[src/rational_arith_unit_top_macros.svh]
// Assertion helpers used by rau_ctrl. Clock is clk, reset is rst.
`ifndef RATIONAL_ARITH_UNIT_TOP_MACROS_SVH
`define RATIONAL_ARITH_UNIT_TOP_MACROS_SVH

// Consequent must hold in the same cycle as the antecedent.
`define RAU_ASSERT_SAME(lbl, ante, cons, msg) \
  lbl: assert property (@(posedge clk) disable iff (rst) (ante) |-> (cons)) else $error(msg);

// Consequent must hold in the cycle after the antecedent.
`define RAU_ASSERT_NEXT(lbl, ante, cons, msg) \
  lbl: assert property (@(posedge clk) disable iff (rst) (ante) |=> (cons)) else $error(msg);

`endif

[src/rau_pkg.sv]
package rau_pkg;

  localparam logic [1:0] KIND_ADD = 2'd0;
  localparam logic [1:0] KIND_SUB = 2'd1;
  localparam logic [1:0] KIND_MUL = 2'd2;
  localparam logic [1:0] KIND_DIV = 2'd3;

  localparam logic [1:0] ST_OK   = 2'd0;
  localparam logic [1:0] ST_DIV0 = 2'd1;
  localparam logic [1:0] ST_OVF  = 2'd2;

  localparam int OPD_W = 32;
  localparam int NUM_W = 64;
  localparam int DEN_W = 63;

  typedef enum logic [3:0] {
    DP_NONE, DP_LOAD, DP_MUL0, DP_MUL1, DP_MUL2, DP_COMB, DP_GINIT,
    DP_GSH, DP_GX, DP_GY, DP_DIVN, DP_CAPN, DP_DIVD, DP_CAPD, DP_OUT
  } dp_op_t;

  typedef enum logic [3:0] {
    S_IDLE, S_MUL0, S_MUL1, S_MUL2, S_COMB, S_CHK, S_GSH, S_GX, S_GY,
    S_DIVN, S_WAITN, S_DIVD, S_WAITD, S_OUT
  } ctrl_state_t;

  typedef struct packed {
    dp_op_t op;
  } dp_cmd_t;

  typedef struct packed {
    logic div_zero;
    logic rn_zero;
    logic both_even;
    logic x_even;
    logic y_zero;
    logic div_done;
    logic out_free;
  } dp_status_t;

endpackage

[src/rau_ctrl.sv]
`include "rational_arith_unit_top_macros.svh"

module rau_ctrl (
  input  logic                clk,
  input  logic                rst,
  input  logic                in_valid,
  output logic                in_ready,
  input  rau_pkg::dp_status_t st,
  output rau_pkg::dp_cmd_t    cmd
);

  rau_pkg::ctrl_state_t state, state_next;

  always_ff @(posedge clk) begin
    if (rst) begin
      state <= rau_pkg::S_IDLE;
    end else begin
      state <= state_next;
    end
  end

  always_comb begin
    state_next = state;
    cmd.op     = rau_pkg::DP_NONE;
    in_ready   = (state == rau_pkg::S_IDLE);
    unique case (state)
      rau_pkg::S_IDLE: begin
        if (in_valid) begin
          cmd.op     = rau_pkg::DP_LOAD;
          state_next = rau_pkg::S_MUL0;
        end
      end
      rau_pkg::S_MUL0: begin
        cmd.op     = rau_pkg::DP_MUL0;
        state_next = rau_pkg::S_MUL1;
      end
      rau_pkg::S_MUL1: begin
        cmd.op     = rau_pkg::DP_MUL1;
        state_next = rau_pkg::S_MUL2;
      end
      rau_pkg::S_MUL2: begin
        cmd.op     = rau_pkg::DP_MUL2;
        state_next = rau_pkg::S_COMB;
      end
      rau_pkg::S_COMB: begin
        cmd.op     = rau_pkg::DP_COMB;
        state_next = rau_pkg::S_CHK;
      end
      rau_pkg::S_CHK: begin
        if (st.div_zero || st.rn_zero) begin
          state_next = rau_pkg::S_OUT;
        end else begin
          cmd.op     = rau_pkg::DP_GINIT;
          state_next = rau_pkg::S_GSH;
        end
      end
      rau_pkg::S_GSH: begin
        if (st.both_even) begin
          cmd.op = rau_pkg::DP_GSH;
        end else begin
          state_next = rau_pkg::S_GX;
        end
      end
      rau_pkg::S_GX: begin
        if (st.x_even) begin
          cmd.op = rau_pkg::DP_GX;
        end else begin
          state_next = rau_pkg::S_GY;
        end
      end
      rau_pkg::S_GY: begin
        if (st.y_zero) begin
          state_next = rau_pkg::S_DIVN;
        end else begin
          cmd.op = rau_pkg::DP_GY;
        end
      end
      rau_pkg::S_DIVN: begin
        cmd.op     = rau_pkg::DP_DIVN;
        state_next = rau_pkg::S_WAITN;
      end
      rau_pkg::S_WAITN: begin
        if (st.div_done) begin
          cmd.op     = rau_pkg::DP_CAPN;
          state_next = rau_pkg::S_DIVD;
        end
      end
      rau_pkg::S_DIVD: begin
        cmd.op     = rau_pkg::DP_DIVD;
        state_next = rau_pkg::S_WAITD;
      end
      rau_pkg::S_WAITD: begin
        if (st.div_done) begin
          cmd.op     = rau_pkg::DP_CAPD;
          state_next = rau_pkg::S_OUT;
        end
      end
      rau_pkg::S_OUT: begin
        if (st.out_free) begin
          cmd.op     = rau_pkg::DP_OUT;
          state_next = rau_pkg::S_IDLE;
        end
      end
      default: begin
        state_next = rau_pkg::S_IDLE;
      end
    endcase
  end

  `RAU_ASSERT_NEXT(a_accept_starts, in_valid && in_ready, state == rau_pkg::S_MUL0, "accept did not start multiply")
  `RAU_ASSERT_NEXT(a_special_skips_gcd, state == rau_pkg::S_CHK && (st.div_zero || st.rn_zero), state == rau_pkg::S_OUT, "special case entered gcd")
  `RAU_ASSERT_SAME(a_div_done_waiting, st.div_done, state == rau_pkg::S_WAITN || state == rau_pkg::S_WAITD, "divider done outside wait")
  `RAU_ASSERT_SAME(a_out_only_when_free, cmd.op == rau_pkg::DP_OUT, st.out_free, "result written over pending beat")

endmodule

[config.mk]
export PLATFORM = sky130hd
export DESIGN_NAME = rau_ctrl
export DESIGN_NICKNAME = d
export VERILOG_FILES = /design/src/rau_pkg.sv /design/src/rau_ctrl.sv
export VERILOG_INCLUDE_DIRS = /design/src /design/src/src
export SDC_FILE = /design/constraint.sdc
export NUM_CORES = 1
export LEC_CHECK = 0
export ABC_AREA = 0
export BUFFER_PORTS_ARGS = -buffer_cell sky130_fd_sc_hd__buf_2
export CAP_MARGIN = 20
export CELL_PAD_IN_SITES_DETAIL_PLACEMENT = 1
export CELL_PAD_IN_SITES_GLOBAL_PLACEMENT = 1
export CORE_MARGIN = 2
export CORE_UTILIZATION = 33
export DETAILED_ROUTE_END_ITERATION = 16
export PLACE_DENSITY_LB_ADDON = 0.1
export SLEW_MARGIN = 20
export SYNTH_ARGS = -nofsm -noshare
export SYNTH_HDL_FRONTEND = slang
export SYNTH_SLANG_ARGS = --single-unit
[constraint.sdc]
create_clock -name clk -period 1.9 [get_ports clk]
set_input_delay 0.19 -clock clk [delete_from_list [all_inputs] [get_ports clk]]
set_output_delay 0.19 -clock clk [all_outputs]
set_load 0.005 [all_outputs]
==> results.md <==
* Status: finished, final reports clean
* I/O Buffers at 14
* Worst Setup End Kind: output port
* Hold-fix buffers, CTS at 0
* Critical path arrival at 1.58 ns
* Final Hold Vio Count at 0
* Vias in the first global route at 617
* Global-route usage over all layers at 19.9%
* Worst setup SP type: flop
* WS Path Type: flop to output port
* Required @ worst endpoint at 1.71 ns
* Comb pwr share at 49.8%
* Area of the mapped netlist at 504 um^2
* # setup viols final at 0
* Final nets at 104
* Netlist cell types at 35
* Row cnt at 14
* Worst-case clock buffer depth at 2
* CTS tree: yes
* VDD IR-drop max at 0.000423 V
* Int Pwr at 0.289 mW
* Die ar. at 1860 um^2
* Layout cells sized above 1 at 30.4%
* GR Util met2 at 30.4%
* Pleak at 0.230 nW
* Vias per cell at 5.79
* Worst hold start: rst
* Max FFs per register at 4
* Reg2reg path depth at 5
* Top flop regs: state: 4 flops
* Post-DP HPWL at 1.22 mm
* Mapped Cells at 77
* Clock network fraction of total power at 21.3%
* GRT overflow at 0
* Worst hold path cell count at 2
* Post-DR wirelength/cell at 14.7 um
* Drt first-iter violations at 8
* RSZ-0062 raised after global routing: no
* EDFF count, synth at 0
* F_max at 0.565 GHz
* Switch share at 42.8%
* Commonest non-fill, non-tap cell in the layout: buf_2
* Register area share after synthesis at 15.9%
* Hold EP: state[0]
* Syn Area/Cell at 6.55 um^2
* Htree depth at 1
* GR Layer Usage met1 at 28.8%
* RD Place Congestion at 0.794
* Cell Pwr Density at 824 nW/um^2
* Initial antenna violation count at 0
* Hold Crit Class: primary input to flop
* Register-to-register setup slack at 0.43 ns
* Synthesis-stage register bit count at 4
* Dominant synthesized flop cell: dfxtp_1
* First-pass DRT Iterations at 4
* # DRC at 0
* Post-route cell area at 613 um^2
* # diodes at 0
* DR vias at 625
* Syn_nets at 87
* Setup_tns at 0 ns
* Placed cell area at 586 um^2
* Met3 usage at 1.28%
* Fillers at 213
* Starting Density at 34.3%
* Num ports at 15
* Worst path buffer plus inverter count at 2
* Crit path cell chain: buf_4 -> or4_1 -> o2111ai_1 -> buf_2
* Max-Cap Viols at 0
* Largest stage delay, worst path at 0.50 ns
* Switching power at 0.216 mW
* DIE HEIGHT at 43.1 um
* Sequential group share of total power at 28.9%
* Ys async rst share at 0%
* CTS root buffer: clkbuf_4
* Area growth syn-to-layout at 21.6%
* R2R Path Start: state[2]
* GRT Max-Usage Layer: met2
* Overall die width at 43.1 um
* Endpoint of the worst register-to-register path: state[1]
* Final Critical Period at 1.77 ns
* Least-Margin Pin Slew at 0.306 ns
* Clk sinks at 4
* Detail Route Antenna Nets at 0
* Final total power at 0.505 mW
* Reg with most FFs: state
* Critical path's top delay family: simple AND/OR/NAND/NOR gates
* YS warnings at 0
* Total CTS buffers at 3
* Max Fanout on Critical Path at 8
* Global-route wire length before repair at 2.84 mm
* Slowest-stage cell, CP: or4_1
* Fin crit share at 93.2%
* Clock Skews at 0.00998 ns
* Highest-count cells in the layout ignoring fill and taps: buf_2 (14), a21oi_1 (8), nand2_1 (7), o21ai_1 (6), nand3_1 (6)
* Core Footprint at 1470 um^2
* Clk pin slew, worst setup/hold paths at 0.04 ns
* Slew headroom at 79.1%
* Largest net degree at the start of global routing at 19
* Later-pin clock latency in the skew report at 0.24 ns
* Final Slew Violations at 0
* Routed WL at 1.59 mm
worst max-delay path by stage:
stage	slack, ns	to	depth (start not counted)	start
floorplan	0.54	cmd[3]	4	state[1]
global placement	0.25	cmd[3]	4	state[1]
detailed placement	0.15	state[1]	5	state[1]
CTS	0.07	cmd[3]	7	state[2]
global route	0.02	cmd[3]	4	state[1]
finish	0.13	cmd[3]	4	state[0]
kinds of logic after synthesis:
family,after synthesis,synth area share [%]
mux,2,3.97
simple gates,30,31.8
buf+inv,11,10.7
compound gates,29,36.0
xor+xnor,1,1.74
flops,4,15.9
cells in the mapped netlist (2+ instances only):
master	n	area share (%)
dfxtp_1	4	16
nor2_1	5	3.7
inv_1	3	2.2
nand2b_1	2	2.5
a21oi_1	8	7.9
o21ai_0	3	3.0
nand3_1	6	6.0
mux2i_1	2	4.0
clkbuf_1	2	1.5
nor3_1	2	2.0
o21ai_1	6	6.0
nand3b_1	2	3.0
o211ai_1	2	3.0
nand2_1	7	5.2
inv_2	3	2.2
metal layers:
layer  vias to the layer above  part of all wire, %  routed length (um)
li1                        315                    -                   -
met1                       290                   48                 760
met2                        18                   47                 751
met3                         2                  3.6                  57
met4                         0                  1.1                  17
met5                         -                    0                   0
area by class of cell:
type | count | area [um^2] | area share (%)
multi-input cells | 62 | 370 | 60.4
repair buffers | 17 | 92.6 | 15.1
flip-flops and latches | 4 | 85.1 | 13.9
clock buffers | 3 | 22.5 | 3.67
inverters | 6 | 22.5 | 3.67
well taps | 16 | 20.0 | 3.27
power groups by stage:
stage	clock (mW)	sequential [mW]	combinational (mW)
finish	0.108	0.146	0.252
floorplan	0	0.108	0.211
detailed placement	0	0.143	0.252
CTS	0.112	0.142	0.253
global placement	0	0.141	0.247
global route	0.122	0.150	0.284
through the flow:
step	cells	setup slack (ns)	hold WS (ns)	util (%)
finish	108	0.130	0.143	41.7
global route	108	0.0226	0.150	41.7
CTS	108	0.0702	0.141	41.4
detailed placement	105	0.153	0.398	39.8
global placement	105	0.251	0.397	39.8
floorplan	77	0.538	0.259	-
timing repair:
action,4_1_cts,5_1_grt
gates resized for setup,1,2
setup buffers,0,0
endpoints found under the setup margin,1,3
No activity file was read; power rests on OpenSTA's default activity.
